File: config.mk
export PLATFORM = sky130hd
export DESIGN_NAME = crout_ram
export DESIGN_NICKNAME = d
export VERILOG_FILES = /design/src/hw/rtl/crout_ram.sv
export SDC_FILE = /design/constraint.sdc
export NUM_CORES = 2
export LEC_CHECK = 0
export BUFFER_PORTS_ARGS = -buffer_cell sky130_fd_sc_hd__buf_2
export CORE_MARGIN = 2
export CORE_UTILIZATION = 35
export CTS_BUF_LIST = sky130_fd_sc_hd__clkbuf_16
export DETAILED_ROUTE_END_ITERATION = 6
export GPL_ROUTABILITY_DRIVEN = 0
export HOLD_SLACK_MARGIN = 0.1
export PLACE_DENSITY = 0.47
export SETUP_SLACK_MARGIN = 0.05
export SYNTH_ARGS = -nofsm -noshare
export SYNTH_HDL_FRONTEND = slang
export SYNTH_SLANG_ARGS = --single-unit
File: constraint.sdc
create_clock -name clk -period 10.02 [get_ports clk]
set_input_delay 2.505 -clock clk [delete_from_list [all_inputs] [get_ports clk]]
set_output_delay 2.505 -clock clk [all_outputs]
set_load 0.05 [all_outputs]
File: src/hw/rtl/crout_ram.sv
module crout_ram #(
  parameter int Width = 32,
  parameter int Depth = 64
) (
  input  logic                     clk,
  input  logic                     we,
  input  logic [$clog2(Depth)-1:0] waddr,
  input  logic [Width-1:0]         wdata,
  input  logic [$clog2(Depth)-1:0] raddr,
  output logic [Width-1:0]         rdata
);

  logic [Width-1:0] mem [Depth];

  always_ff @(posedge clk) begin
    if (we) begin
      mem[waddr] <= wdata;
    end
    rdata <= mem[raddr];
  end

endmodule

# ---- After elaboration in Yosys (flattened, before gate mapping)
# Memories as Yosys holds them, arrays and structs flattened. A register that Yosys moved wholly into a read port is not among the register bits.
# Index checks and enable logic that the tools add are counted.
dict set report classes {
  n_mux 2
}
# op n
set op_table {}
lappend op_table {{2-to-1 mux 1 bit} 2}
dict set report word_totals {
  ff_bits 0
  ramBits 2048
  in_bits 46
  word_cells 3
  memories 1
}
# memory words word_bits rd rd_clocked_by_memory_dff write_ports line_no
set mem_list {}
lappend mem_list {mem 64 32 1 1 1 13} ;# logic [Width-1:0] mem [Depth];

# ---- Depth between registers and ports, before layout
dict set report logic_depth {
  ltp_word 2
  mapped_depth 10
  ltp_nobuf 5
}

# ---- Least setup slack after synthesis
# No wires, ideal clock.
dict set report synth_timing {
  path_type {input to register}
  from {input port waddr[3]}
  to {memory mem[48][0] (enable)}
  setup_ps 461
  t_arrival_ps 5204
  t_required_ps 9559
  slack_ps 4355
  path_stages 4
  path_cell_list {clkbuf_1 nor2b_1 nand4b_1 nor3_1}
}
# element line_no
set synth_lines {}
lappend synth_lines {{start, declared} 7} ;# input logic [$clog2(Depth)-1:0] waddr,
lappend synth_lines {{end, declared} 13}
# No word-level cell before the write port.

==> metrics.md <==
| Metric | Value |
|---|---|
| Area leader, netlist | edfxtp_1 |
| Mapped cell area | 78500 um^2 |
| Pwr/cell area | 205 nW/um^2 |
| Avg Cell Area, Syn | 23.6 um^2 |
| Initial antenna violation count | 24 |
| DIE AREA | 228000 um^2 |
| Clk root buf | clkbuf_16 |
| Register area share after synthesis | 79.1% |
| Share of the synthesized area in the top cell type | 78.3% |
| Post-Synthesis Cells | 3324 |
| CP endpoint kind | flip-flop |
| Placed cell area | 83200 um^2 |
| Max VDD drop | 126 uV |
| NumNets Final | 3598 |
| GRT met3 Usage | 3.12% |
| CTS buffer count | 217 |
| Drt total wl | 218000 um |
| Static Leak | 0.0279 uW |
| Clk pin slew, worst setup/hold paths | 0.06 ns |
| Die X | 478 um |
| # IOs | 78 |
| RSZ-0062 raised after global routing | no |
| Number of global-route vias before repair | 37700 |
| Hold Slack | 0.759 ns |
| Final Cycle Share | 51.7% |
| Hold path depth | 4 |
| Util after Layout | 40.6% |
| Drt wl/cell | 32.5 um |
| CP startpoint | raddr[0] |
| Slew Limit Headroom | 17.9% |
| Total congestion overflow | 0 |
| Req. time, crit path | 10.72 ns |
| Post-Layout Inst Area | 90300 um^2 |
| Slew Limit Fails | 0 |
| GRT Total Usage | 19.1% |
| Final Critical Period | 5.18 ns |
| Status | finished, final reports clean |
| TNS Setup | 0 ns |
| First-pass GRT wire length | 304000 um |
| Clock sink total | 2080 |
| DR iter-0 viols | 3973 |
| Library cells used by synthesis | 34 |
| Top FF cell, synth | edfxtp_1 |
| Final setup fails | 0 |
| Synth Register Bits | 2080 |
| Crit path DAT | 5.88 ns |
| Detail Route Antenna Nets | 0 |
| Setup Skew | 0.0390 ns |
| Grt peak-use layer | met2 |
| Clk Latency, worst-skew pair | 0.86 ns |
| Worst hold path type | flip-flop to flip-flop |
| Port bufs | 77 |
| Fillers | 19500 |
| Layout cells sized above 1 | 29.4% |
| Synth Warn # | 0 |
| Met1 usage | 26.7% |
| FF-to-FF path depth | 4 |
| Worst slack, placed | 3.78 ns |
| Top post-synthesis cells by area | edfxtp_1 78%, mux4_2 16%, mux2i_1 1.2%, dfxtp_1 0.82%, o22ai_1 0.67% |
| M2 GR Usage | 30.7% |
| First drt pass iteration count | 7 |
| Vias per cell | 5.42 |
| Reg2Reg Launch Point | mem[12][2]$_DFFE_PP_ |
| Row cnt | 173 |
| Hold Vio Cnt, Final | 0 |
| Area Growth Syn to Fin | 15.0% |
| Max Freq | 193 MHz |
| Final WS setup | 4.84 ns |
| Post-Synthesis Net Count | 3370 |
| Hold Buf Count CTS | 0 |
| Die H | 478 um |
| Type of origin of the critical path | primary input |
| Asr flop ratio synth | 0% |
| Max Cap Viol | 0 |
| Min-delay src | mem[12][20]$_DFFE_PP_ |
| Largest net degree at the start of global routing | 92 |
| Setup bufs post-CTS | 0 |
| Critical path class | primary input to flip-flop |
| CTS HTree Levels | 4 |
| CTS max path bufs | 3 |
| CTS tree | done |
| Worst Tran Pin Value | 1.23 ns |
| Critical path fanouts, max | 72 |
| EDFF count, synth | 2048 |
| DP HPWL | 114000 um |
| Area of the multi-input gates | 16000 um^2 |
| Core ar. | 223000 um^2 |
| Resized Gates After CTS | 0 |
| Vias | 36400 |
| DRC viols | 0 |
| Starting Density | 35.3% |
| Storage element area | 62100 um^2 |
[through the flow]
stage | total power, uW | std cells
finish | 18500 | 6727
floorplan | 10400 | 3324
CTS | 18700 | 6714
global placement | 10800 | 6308
detailed placement | 10800 | 6308
global route | 19100 | 6718
[sequential cells by signal, indices dropped and copies added, names as in the netlist]
| name | count |
|---|---|
| mem | 2048 |
| rdata | 32 |
[critical path: stages]
cell and delay [ns]:
buf_8 0.58, buf_12 0.54, buf_12 0.46, mux4_2 0.55, mux2i_1 0.24, a21oi_1 0.11
a21oi_1 0.56, nor2_1 0.08
[synthesized netlist by cell type (5+ instances only)]
master,n
a21oi_1,62
a22oi_1,12
a311oi_1,8
buf_1,21
buf_2,57
buf_4,25
buf_6,5
clkbuf_1,74
dfxtp_1,32
edfxtp_1,2048
mux2i_1,93
mux4_2,544
nand2_1,26
nand2b_1,8
nand3_1,5
nand3b_1,5
nor2_1,137
nor2b_1,15
nor3_1,7
o221ai_1,27
o22ai_1,84
[layer usage]
metal / up-vias / wire, um
li1: 14800 / -
met1: 20300 / 94900
met2: 1085 / 106000
met3: 281 / 11900
met4: 0 / 5800
met5: - / 0
[cells in the final DEF, fill, tap and decap left out, drive strengths merged, types with 13 or more instances in the layout]
master,n
nand2,26
edfxtp,2048
o22ai,84
clkinv,102
nor2b,15
diode,13
mux4,544
bufinv,23
clkbuf,219
nor2,137
buf,191
dfxtp,32
o221ai,27
inv,60
mux2i,93
a21oi,62
[layout make-up]
class	count	area share, %
Timing Repair Buffer	191	1.54
Antenna cell	13	0.0360
Clock inverter	187	1.68
Sequential cell	2080	68.8
Clock buffer	219	6.07
Multi-Input combinational cell	1062	17.7
Tap cell	2975	4.12
[power by group]
group	switching, uW	total, uW	internal, uW
combinational	610	924	314
sequential	47.1	9680	9640
clock	3370	7910	4540
[final timing paths]
kind                            slack [ns]                end
worst max-delay path                  4.84  rdata[31]$_DFF_P_
worst min-delay path                  0.76  rdata[20]$_DFF_P_
worst max register to register        7.60   rdata[2]$_DFF_P_
worst min register to register        0.76  rdata[20]$_DFF_P_
[kinds of logic (layout without fill, tap and decap cells)]
family / after synthesis / in the layout / share of synthesized area (%)
flip-flops: 2080 / 2080 / 79.1
AO/OA/AOI/OAI: 202 / 202 / 1.67
multiplexers: 637 / 637 / 16.8
AND/OR/NAND/NOR: 223 / 223 / 1.27
other: 0 / 13 / 0
buffers and inverters: 182 / 597 / 1.13
No activity file was read; power rests on OpenSTA's default activity.
