$ cat src/hw/rtl/crout_pkg.sv
package crout_pkg;

  localparam int MaxOrder = 8;
  localparam int FracBits = 16;
  localparam int SizeW = 4;
  localparam int ValW = 32;
  localparam int SumW = 64;
  localparam logic [SizeW-1:0] SizeReset = 4'd8;

  function automatic logic signed [ValW-1:0] sat32(input logic signed [SumW+1:0] v,
                                                   output logic ovf);
    logic signed [SumW+1:0] hi;
    logic signed [SumW+1:0] lo;
    hi = (SumW+2)'(32'sh7fffffff);
    lo = -(SumW+2)'(64'sh80000000);
    ovf = 1'b0;
    if (v > hi) begin
      ovf = 1'b1;
      return 32'sh7fffffff;
    end
    if (v < lo) begin
      ovf = 1'b1;
      return 32'sh80000000;
    end
    return v[ValW-1:0];
  endfunction

endpackage

$ cat src/hw/rtl/crout_div.sv
// Unsigned restoring divider, one quotient bit per cycle.
module crout_div
  import crout_pkg::*;
#(
  parameter int NumW = 64,
  parameter int DenW = 32
) (
  input  logic            clk,
  input  logic            rst,
  input  logic            start,
  input  logic [NumW-1:0] num,
  input  logic [DenW-1:0] den,
  output logic            busy,
  output logic [NumW-1:0] quo
);

  logic [NumW-1:0] rem;
  logic [DenW-1:0] dv;
  logic [$clog2(NumW+1)-1:0] cnt;
  logic [NumW:0] trial;

  assign trial = {rem, quo[NumW-1]} - {{(NumW+1-DenW){1'b0}}, dv};

  always_ff @(posedge clk) begin
    if (rst) begin
      busy <= 1'b0;
      cnt <= '0;
    end else if (start) begin
      busy <= 1'b1;
      cnt <= ($clog2(NumW+1))'(NumW);
      quo <= num;
      rem <= '0;
      dv <= den;
    end else if (busy) begin
      if (trial[NumW]) begin
        rem <= {rem[NumW-2:0], quo[NumW-1]};
        quo <= {quo[NumW-2:0], 1'b0};
      end else begin
        rem <= trial[NumW-1:0];
        quo <= {quo[NumW-2:0], 1'b1};
      end
      cnt <= cnt - 1'b1;
      if (cnt == 1) begin
        busy <= 1'b0;
      end
    end
  end

endmodule

$ cat config.mk
export PLATFORM = sky130hd
export DESIGN_NAME = crout_div
export DESIGN_NICKNAME = d
export VERILOG_FILES = /design/src/hw/rtl/crout_pkg.sv /design/src/hw/rtl/crout_div.sv
export SDC_FILE = /design/constraint.sdc
export NUM_CORES = 1
export LEC_CHECK = 0
export ABC_AREA = 1
export ABC_CLOCK_PERIOD_IN_PS = 16370
export BUFFER_PORTS_ARGS = -buffer_cell sky130_fd_sc_hd__buf_2
export CAP_MARGIN = 10
export CORE_MARGIN = 5
export CORE_UTILIZATION = 55
export DETAILED_ROUTE_END_ITERATION = 12
export HOLD_SLACK_MARGIN = 0.12
export PLACE_DENSITY_LB_ADDON = 0.05
export SLEW_MARGIN = 20
export SYNTH_ARGS = -nofsm -noshare
export SYNTH_HDL_FRONTEND = slang
export SYNTH_SLANG_ARGS = --single-unit
$ cat constraint.sdc
create_clock -name clk -period 16.37 [get_ports clk]
set_input_delay 1.637 -clock clk [delete_from_list [all_inputs] [get_ports clk]]
set_output_delay 1.637 -clock clk [all_outputs]
set_load 0.005 [all_outputs]
# Word level (Yosys, flattened, before mapping)
# Index checks and enable logic that the tools add are counted.
dict set report totals {
  regBits 168
  latch_bits 0
  ram_bits 0
  mem_bits_ro 0
  in_bits 99
  out_inout_bits 65
  elab_cells 24
  n_memories 0
}
dict set report classes {
  n_addsub 2
  multipliers 0
  div_mod_pow 0
  order_cmp 0
  eq_ne 1
  shifts 0
  n_mux 10
  bitwise_logic 1
  reduce_logical 4
}
# operator count
set ops {}
lappend ops {{2-to-1 mux 64 bit} 4}
lappend ops {{subtractor 65 x 32 -> 65 bit} 1}
lappend ops {{2-to-1 mux 7 bit} 2}
lappend ops {{== test 7 x 1 -> 1 bit, second input constant} 1}
lappend ops {{subtractor 7 x 1 -> 7 bit, second input constant} 1}
lappend ops {{2-to-1 mux 1 bit} 4}
lappend ops {{AND reduction 2 bit} 2}
lappend ops {{nonzero test 2 bit} 1}
lappend ops {{OR reduction 2 bit} 1}
lappend ops {{NOT 1 bit} 1}

# Depth between registers and ports, before layout
# Gate-level depths: netlist of run 1.
dict set report depth {
  word_depth 4
  depth_mapped 19
  mapped_depth_nobuf 17
}

# Least setup slack after synthesis of run 1
# Ideal clock, no wire load.
dict set report synth_path {
  kind {input-to-reg}
  start {input port start}
  end {register quo[0] (enable)}
  t_arrival_ns 10.934
  t_required_ns 15.578
  slack_ns 4.644
  cell_stages 3
  path_buffers 1
  path_cell_list {clkinv_1 -> clkbuf_1 -> o21ai_0}
}
dict set report synth_between {
  elab_chain_cells 2
}
# element line
set synth_lines {}
lappend synth_lines {{start, declared} crout_div.sv:10} ;# input logic start,
lappend synth_lines {{nonzero test 2 bit (no source line)} n/a}
lappend synth_lines {{AND reduction 2 bit (no source line)} n/a}
lappend synth_lines {{end signal, assigned} crout_div.sv:31} ;# quo <= num;
lappend synth_lines {{end signal, assigned} crout_div.sv:37} ;# quo <= {quo[NumW-2:0], 1'b0};
lappend synth_lines {{end signal, assigned} crout_div.sv:40} ;# quo <= {quo[NumW-2:0], 1'b1};
lappend synth_lines {{end, declared} crout_div.sv:14} ;# output logic [NumW-1:0] quo
# Every way passes these cells.
# A chain may end at the register's enable or synchronous reset.

# Worst setup path in the final report of run 1
dict set report layout_path {
  start {register quo[63]}
  end {register rem[62], data pin}
}
dict set report layout_between {
  elab_chain_cells 3
}
# element line
set layout_lines {}
lappend layout_lines {{subtractor 65 x 32 -> 65 bit} crout_div.sv:22} ;# assign trial = {rem, quo[NumW-1]} - {{(NumW+1-DenW){1'b0}}, dv};
lappend layout_lines {{2-to-1 mux 64 bit} crout_div.sv:35} ;# if (trial[NumW]) begin
lappend layout_lines {{2-to-1 mux 64 bit} crout_div.sv:34} ;# end else if (busy) begin
lappend layout_lines {{end signal, assigned} crout_div.sv:36} ;# rem <= {rem[NumW-2:0], quo[NumW-1]};
lappend layout_lines {{end signal, assigned} crout_div.sv:39} ;# rem <= trial[NumW-1:0];
lappend layout_lines {{end, declared} crout_div.sv:17} ;# logic [NumW-1:0] rem;
# Every way passes these cells. The select of a mux whose other input is x is not followed.

==> results.toml, run 1 <==
[clocking]
cts-root-buf = "clkbuf_16"
cts_hold_buffers = 0
postCtsResizedCells = 0
clk_pin_slew_ns = 0.08
cts_buffer_depth = 2
postCtsSetupBuffers = 0
cts_made_buffers = 17
cts_tree = "done"
cts_sinks = 168
h-tree-depth = 4
clk_latency_ns = 0.45

[routing]
vias_per_cell = 5.08
dr.pass1.iters = 6
wl_per_cell_um = 15.3
drt_iter0_drc = 905
drt-total-wl_um = 30900
ant_nets = 0
drc = 0
via_count = 10300

[global_route]
grt-ovfl-total = 0
grt_pass1_wl_um = 49700
antenna_found_initial = 0
grt_max_degree = 105
groute.usage.overall = 0.261
first_global_vias = 9801

[hold_path]
hold_path_end = "cnt[1]"
hold_path_depth = 2
min_path_type = "register to register"
worstHoldStart = "cnt[1]"

[setup_path]
cpLargestDelayFamily = "simple AND/OR/NAND/NOR gates"
crit_slowest_cell = "buf_4"
cp-start-kind = "register"
r2r-start = "quo[63]"
r2r_slack_ns = 12.89
cpPeakStageDelay_ns = 0.65
path_max_fanout = 74
end_kind = "register"
cp.required_ns = 16.57
timing.rr.end = "rem[62]"
setup.worst_path.class = "register to register"
crit_chain = "inv_1 -> ha_1 -> fa_1 -> inv_1 -> nand3_1 -> nand2_2 -> nand2_1 -> nand2_2 -> nand2_1 -> nand2_2 -> nand2_4 -> nand3_2 -> nand2_4 -> nand2_4 -> buf_4 -> nand3_1 -> nand2_1 -> nor2_1"
worst_ep_arrival_time_ns = 3.68
path_buf_inv = 3
reg2reg_depth = 18

[floorplan]
dieArea_sq_um = 23500
io_pins = 164
die_y_um = 153
row_count = 52
design.core.area_sq_um = 20200
die_x_um = 153
initial_core_util = 0.558

[synthesis]
netlist_instances = 1591
ys_seq_area_frac = 0.440
synth_top_area_share = 0.425
ys_types = 39
synth_area_leaders = "edfxtp_1, nand2_1, inv_1"
synth_nets = 1725
avgSynthCellArea_sq_um = 7.10
ys_async_sr_fraction = 0
synth_warnings = 0
ys.flop_type = "edfxtp_1"
synth_edf_count = 160
syn-cell-area_sq_um = 11300
ys_ff_latch = 168
synth_top_area_cell = "edfxtp_1"

[power_and_ir_drop]
internal_power_uw = 833
power_density_nw_per_um2 = 98.6
p_seq_frac = 0.433
vdd_drop_max_mv = 0.0714
p_clk_frac = 0.319
swShare = 0.345
combinationalPowerShare = 0.248
power_mw = 1.27
switchingPower_uw = 438
power.static_leakage_nw = 6.55

[timing]
post-route-period-util = 0.212
setup_violations = 0
fin_skew_ns = 0.0186
fin_setup_tns_ns = 0
drv_slew = 0
worst_pin_slew_ns = 1.07
setup_slack_ns = 12.89
fmax_mhz = 288
rsz0062_at_grt = "no"
period_minus_slack_ns = 3.48
slew_headroom = 0.283
hold_viol = 0

[place]
routabilityCongestion = 1.01
dp_slack_ns = 12.91
hpwl_um = 23300
port_buffers = 163

[final_layout]
nNetsFinal = 1876
area_growth_syn_to_layout_pct = 14.2
num-fill-cells = 1853
drive_gt1_frac = 0.129
n_antenna_cell = 0
final_core_util = 0.637

[run]
drv_cap = 0

[run_status]
status = "completed"
[metal layers]
| layer | global-route usage | share of wire |
|---|---|---|
| met3 | 0.0746 | 0.091 |
| met5 | 0 | 0 |
| met2 | 0.407 | 0.43 |
| met4 | 0.0832 | 0.031 |
| met1 | 0.355 | 0.44 |
[through the flow]
step                      hold WS [ns]  cells  cell area [sq um]
final                            0.512   2025              12900
after global routing             0.549   2025              12900
after CTS                        0.517   2025              12900
after detailed placement         0.504   1993              12300
after global placement           0.491   1993              12300
after floorplan                  0.471   1591              11300
[tightest hold or removal path: stages, from the launching register on]
cell,delay [ns]
dfxtp_1,0.33
nor2_1,0.08
a211oi_1,0.05
[cell type report]
type                    count  area (sq um)  area share
clock inverters            14           158      0.0122
multi-input cells        1139          5220       0.404
clock buffers              18           429      0.0333
well taps                 270           338      0.0262
flip-flops and latches    168          4960       0.385
repair buffers            168           857      0.0665
inverters                 248           932      0.0723
[kinds of logic (layout without fill, tap and decap cells)]
family / after synthesis / in the layout / synth area share
compound gates: 101 / 101 / 0.0469
xor+xnor: 32 / 32 / 0.0248
fa+ha+maj: 35 / 35 / 0.0394
buf+inv: 284 / 448 / 0.100
flops: 168 / 168 / 0.440
simple gates: 971 / 971 / 0.349
[power groups by stage]
| stage | combinational [mW] | sequential [mW] | clock, mW |
|---|---|---|---|
| 2_1_floorplan | 0.219 | 0.561 | 0 |
| 3_3_place_gp | 0.310 | 0.559 | 0 |
| 3_5_place_dp | 0.311 | 0.559 | 0 |
| 4_1_cts | 0.313 | 0.550 | 0.410 |
| 5_1_grt | 0.356 | 0.555 | 0.430 |
| 6_report | 0.315 | 0.551 | 0.405 |
[sequential cells by signal, summed over array words and instances (netlist names)]
name	flops
rem	64
cnt	7
dv	32
quo	64
busy	1
[synth_stat cells (3+ instances only)]
cell type	number
nor2_1	194
nand4_1	15
clkbuf_1	20
dfxtp_1	8
xnor2_1	4
edfxtp_1	160
a21oi_1	57
nand2_4	4
nand2_1	645
nand2_2	4
inv_1	244
nor3_1	11
buf_6	6
nand3_1	71
nor2_2	4
inv_2	3
nor4_1	4
ha_1	34
o21ai_1	22
buf_2	8
o21ai_0	16
nand3b_1	9
xor2_1	28
[worst max-delay path by stage]
| stage | start | to | depth (start not counted) |
|---|---|---|---|
| after global placement | start | cnt[5] | 5 |
| after detailed placement | start | cnt[1] | 5 |
| after CTS | quo[63] | rem[62] | 18 |
| after floorplan | start | quo[0] | 3 |
| final | quo[63] | rem[62] | 18 |
| after global routing | quo[63] | rem[57] | 18 |
[cell usage in the layout (no fill, tap or decap), types with 5 or more instances in the layout]
master,instances
a21oi_1,57
buf_2,163
clkbuf_16,17
clkinv_4,5
dfxtp_1,8
edfxtp_1,160
ha_1,34
inv_1,244
inv_8,5
nand2_1,645
nand3_1,71
nand3b_1,9
nand4_1,15
nor2_1,193
nor3_1,11
o21ai_0,15
o21ai_1,22
xor2_1,28
Note: power is estimated with default switching activity, not from simulation.
==> inputs of run 2 (changes only) <==
- ABC_CLOCK_PERIOD_IN_PS: 16370 -> 2850
- CORE_UTILIZATION: 55 -> 53
- clock period: 16.37 -> 2.85 ns (I/O delays scaled with it)
==> run 2 against run 1 <==
Register-to-register slack lost 13 ns. Sequential cell count is the same. Global-route usage grew 1.7 points. Largest power group unchanged. First-iteration DRC count shrank 8.8%.
==> results.toml, run 2 (synthesis results as in run 1) <==
[timing]
setup_violations = 0
setup_slack_ns = 0.179
fmax_mhz = 374
fin_setup_tns_ns = 0
worst_pin_slew_ns = 1.08
hold_viol = 0
period_minus_slack_ns = 2.67
slew_headroom = 0.280
whs_ns = 0.130
post-route-period-util = 0.937
fin_skew_ns = 0.0163
rsz0062_at_grt = "no"
drv_slew = 0

[final_layout]
multi_input_area_sq_um = 5240
n_antenna_cell = 0
drive_gt1_frac = 0.134
final_common_cell = "nand2_1"
area_growth_syn_to_layout_pct = 23.9
regArea_sq_um = 4960
final_cells = 2130
nNetsFinal = 1976
final_cell_area_sq_um = 14000
num-fill-cells = 1861
layout_common_cells = "nand2_1, inv_1, nor2_1"
final_core_util = 0.666
largestRegisters = "quo: 64 flops, rem: 64 flops, dv: 32 flops"

[floorplan]
die_y_um = 156
row_count = 53
dieArea_sq_um = 24300
die_x_um = 156
initial_core_util = 0.537
design.core.area_sq_um = 21000
io_pins = 164

[global_route]
antenna_found_initial = 0
grt-ovfl-total = 0
groute.usage.overall = 0.278
first_global_vias = 10700
grt_pass1_wl_um = 53600
grt_max_degree = 105

[setup_path]
path_buf_inv = 3
r2r_slack_ns = 0.18
cp-startpoint = "rem[17]"
timing.rr.end = "quo[0]"
path_max_fanout = 30
worst_ep_arrival_time_ns = 2.82
cpLargestDelayFamily = "simple AND/OR/NAND/NOR gates"
cp.required_ns = 3.00
crit_chain = "ha_1 -> nand2_1 -> inv_1 -> nand2_1 -> nand2_1 -> nand2_1 -> nand2_1 -> a21oi_4 -> nand3_2 -> nand2_4 -> nand2_8 -> inv_1 -> buf_12 -> o21ai_0"
setup.worst_path.class = "register to register"
cp-start-kind = "register"
crit_slowest_cell = "edfxtp_1"
end_kind = "register"
cp_num_cells = 14
crit_end = "quo[0]"
path_common_cell = "nand2_1"
r2r-start = "rem[17]"
cpPeakStageDelay_ns = 0.41
reg2reg_depth = 14

[clocking]
cts_sinks = 168
cts_buffer_depth = 2
cts_tree = "done"
cts-root-buf = "clkbuf_16"
cts_made_buffers = 17
clk_pin_slew_ns = 0.08
clk_latency_ns = 0.45
h-tree-depth = 4

[power_and_ir_drop]
power.static_leakage_nw = 7.02
power_density_nw_per_um2 = 540
switchingPower_mw = 2.60
p_seq_frac = 0.418
swShare = 0.344
p_clk_frac = 0.317
combinationalPowerShare = 0.265
vdd_drop_max_mv = 0.371
internal_power_mw = 4.96
power_mw = 7.56

[place]
routabilityCongestion = 1.01
placedCellCount = 2008
dp_slack_ns = 0.0543
dpl_cell_area_sq_um = 12500
hpwl_um = 24500
port_buffers = 163

[routing]
ant_nets = 0
dr.pass1.iters = 6
via_count = 10900
drt_iter0_drc = 825
drc = 0
vias_per_cell = 5.10
drt-total-wl_um = 33700
wl_per_cell_um = 15.8

[run]
drv_cap = 0

[hold_path]
min_path_type = "input port to register"
worstHoldStart = "num[53]"

[run_status]
status = "completed"
-- run 2: power by group through the flow --
stage / clock (mW) / combinational (mW) / sequential (mW)
finish: 2.40 / 2.00 / 3.16
global route: 2.52 / 2.24 / 3.19
CTS: 2.43 / 1.95 / 3.16
detailed placement: 0 / 1.86 / 3.21
global placement: 0 / 1.83 / 3.21
floorplan: 0 / 1.27 / 3.18
-- run 2: routing by layer --
metal | vias up | track usage | wire [um]
met1 | 4934 | 0.359 | 14300
met4 | 0 | 0.0934 | 924
met2 | 406 | 0.461 | 15700
met5 | - | 0 | 0
li1 | 5460 | - | -
met3 | 67 | 0.0680 | 2810
-- run 2: worst min path at each step --
stage          endpoint  cells past startpoint
6_report        quo[53]                      3
5_1_grt         quo[21]                      3
4_1_cts         quo[47]                      3
3_5_place_dp     dv[24]                      1
3_3_place_gp     dv[11]                      1
2_1_floorplan     dv[0]                      0
-- run 2: repair_timing --
action                                 in CTS  in global routing
setup endpoints to repair                   0                 54
endpoints found under the hold margin      82                  1
hold buffers                               82                  1
buffers inserted                            0                  7
resized for setup                           0                  5
-- run 2: cell type report --
cell class / count / share of cell area
Sequential cell: 168 / 0.355
Tap cell: 275 / 0.0246
Inverter: 248 / 0.0684
Multi-Input combinational cell: 1139 / 0.374
Timing Repair Buffer: 268 / 0.135
Clock inverter: 13 / 0.0105
Clock buffer: 19 / 0.0325
-- run 2: worst register-to-register path, delay by kind of cell, from the launching register on --
family / cells / cell delay [ns]
AND/OR/NAND/NOR: 8 / 0.85
flip-flops: 1 / 0.41
AO/OA/AOI/OAI: 2 / 0.39
adder cells (fa/ha/maj): 1 / 0.37
buffers and inverters: 3 / 0.35
==> inputs of run 3 (changes only) <==
- CORE_MARGIN: 5 -> 10
==> run 3 against run 2 <==
Power down 0.98%. Combinational power is essentially flat. Critical path depth is 3 higher. Core utilization is 0.56 points lower. Sequential power about the same. Non-clock buffer count fell by 8. Critical path type unchanged.
==> results.toml, run 3 (synthesis results as in run 1) <==
[global_route]
groute.usage.overall = 0.248
grt_pass1_wl_um = 55400
antenna_found_initial = 0
grt_max_degree = 107
first_global_vias = 10600
grt-ovfl-total = 0

[timing]
period_minus_slack_ns = 2.67
fin_setup_tns_ns = 0
fin_skew_ns = 0.0205
slew_headroom = 0.364
post-route-period-util = 0.938
drv_slew = 0
hold_viol = 0
worst_pin_slew_ns = 0.954
fmax_mhz = 374
rsz0062_at_grt = "no"
setup_violations = 0

[place]
routabilityCongestion = 0.983
placedCellCount = 2009
port_buffers = 163
hpwl_um = 25700
dpl_cell_area_sq_um = 12500

[setup_path]
path_buf_inv = 3
worst_ep_arrival_time_ns = 2.95
cpPeakStageDelay_ns = 0.37
cp_num_cells = 17
cpLargestDelayFamily = "simple AND/OR/NAND/NOR gates"
cp-start-kind = "register"
end_kind = "register"
path_max_fanout = 18
cp.required_ns = 3.13
crit_chain = "inv_1 -> ha_1 -> fa_2 -> inv_1 -> nand3_1 -> nand2_2 -> nand2_1 -> nand2_2 -> nand2_1 -> nand2_2 -> nand2_4 -> nand3_2 -> nand2_4 -> nand2_4 -> buf_4 -> nand2_1 -> a21oi_1"
crit_slowest_cell = "edfxtp_1"
setup.worst_path.class = "register to register"
reg2reg_depth = 17

[floorplan]
row_count = 53
initial_core_util = 0.537
die_x_um = 166
io_pins = 164
dieArea_sq_um = 27500
design.core.area_sq_um = 21000
die_y_um = 166

[final_layout]
final_cell_area_sq_um = 13900
layout_common_cells = "nand2_1, inv_1, nor2_1"
final_common_cell = "nand2_1"
final_cells = 2122
regArea_sq_um = 4960
area_growth_syn_to_layout_pct = 22.8
drive_gt1_frac = 0.130
largestRegisters = "quo: 64 flops, rem: 64 flops, dv: 32 flops"
multi_input_area_sq_um = 5220
num-fill-cells = 1832
nNetsFinal = 1968
n_antenna_cell = 0
final_core_util = 0.660

[run_status]
status = "completed"

[hold_path]
hold_path_depth = 3
min_path_type = "input port to register"

[routing]
dr.pass1.iters = 6
wl_per_cell_um = 16.5
vias_per_cell = 5.18
drt_iter0_drc = 948
via_count = 11000
drt-total-wl_um = 34900
drc = 0
ant_nets = 0

[power_and_ir_drop]
power_density_nw_per_um2 = 540
power.static_leakage_nw = 6.97
power_mw = 7.49
vdd_drop_max_mv = 0.444

[run]
drv_cap = 0

[clocking]
h-tree-depth = 4
cts_buffer_depth = 2
cts-root-buf = "clkbuf_16"
cts_made_buffers = 17
clk_pin_slew_ns = 0.08
cts_sinks = 168
clk_latency_ns = 0.45
cts_tree = "done"
[run 3: final timing paths]
path | startpoint | to | slack [ns]
worst max-delay path | quo[63] | rem[51] | 0.18
worst min-delay path | num[32] | quo[32] | 0.12
worst max register to register | quo[63] | rem[51] | 0.18
worst min register to register | cnt[4] | cnt[4] | 0.51
[run 3: layout make-up]
type | count | area share
Clock inverter | 14 | 0.0109
Timing Repair Buffer | 260 | 0.130
Tap cell | 275 | 0.0248
Multi-Input combinational cell | 1139 | 0.377
Sequential cell | 168 | 0.358
Clock buffer | 18 | 0.0309
Inverter | 248 | 0.0690
[run 3: worst min-delay path, delay by kind of cell]
kind / cells / cell delay [ns]
simple gates: 2 / 0.11
buf+inv: 1 / 0.07
[run 3: timing repair]
action                                  4_1_cts  5_1_grt
hold buffers                                 81        0
endpoints found under the hold margin        81        0
endpoints found under the setup margin        0       22
resized for setup                             0        4
setup buffers                                 0        0
[run 3: per-stage QoR]
stage | setup WS (ns) | hold slack (ns)
after floorplan | -0.149 | 0.384
after global placement | 0.198 | 0.461
after detailed placement | 0.128 | 0.463
after CTS | 0.0997 | 0.121
after global routing | 0.00665 | 0.122
final | 0.178 | 0.124
[run 3: per-layer routing]
metal  up-vias  global-route usage  wire [um]
met5         -                   0          0
met3        58              0.0634       2940
met2       445               0.403      16200
met4         0              0.0809        905
li1       5457                   -          -
met1      5032               0.317      14900
[run 3: power by group]
part / switching, mW / internal, mW / leakage, nW
clock network: 1.16 / 1.18 / 0.286
registers: 0.165 / 3.00 / 1.63
logic: 1.28 / 0.714 / 5.06
total: 2.60 / 4.89 / 6.97
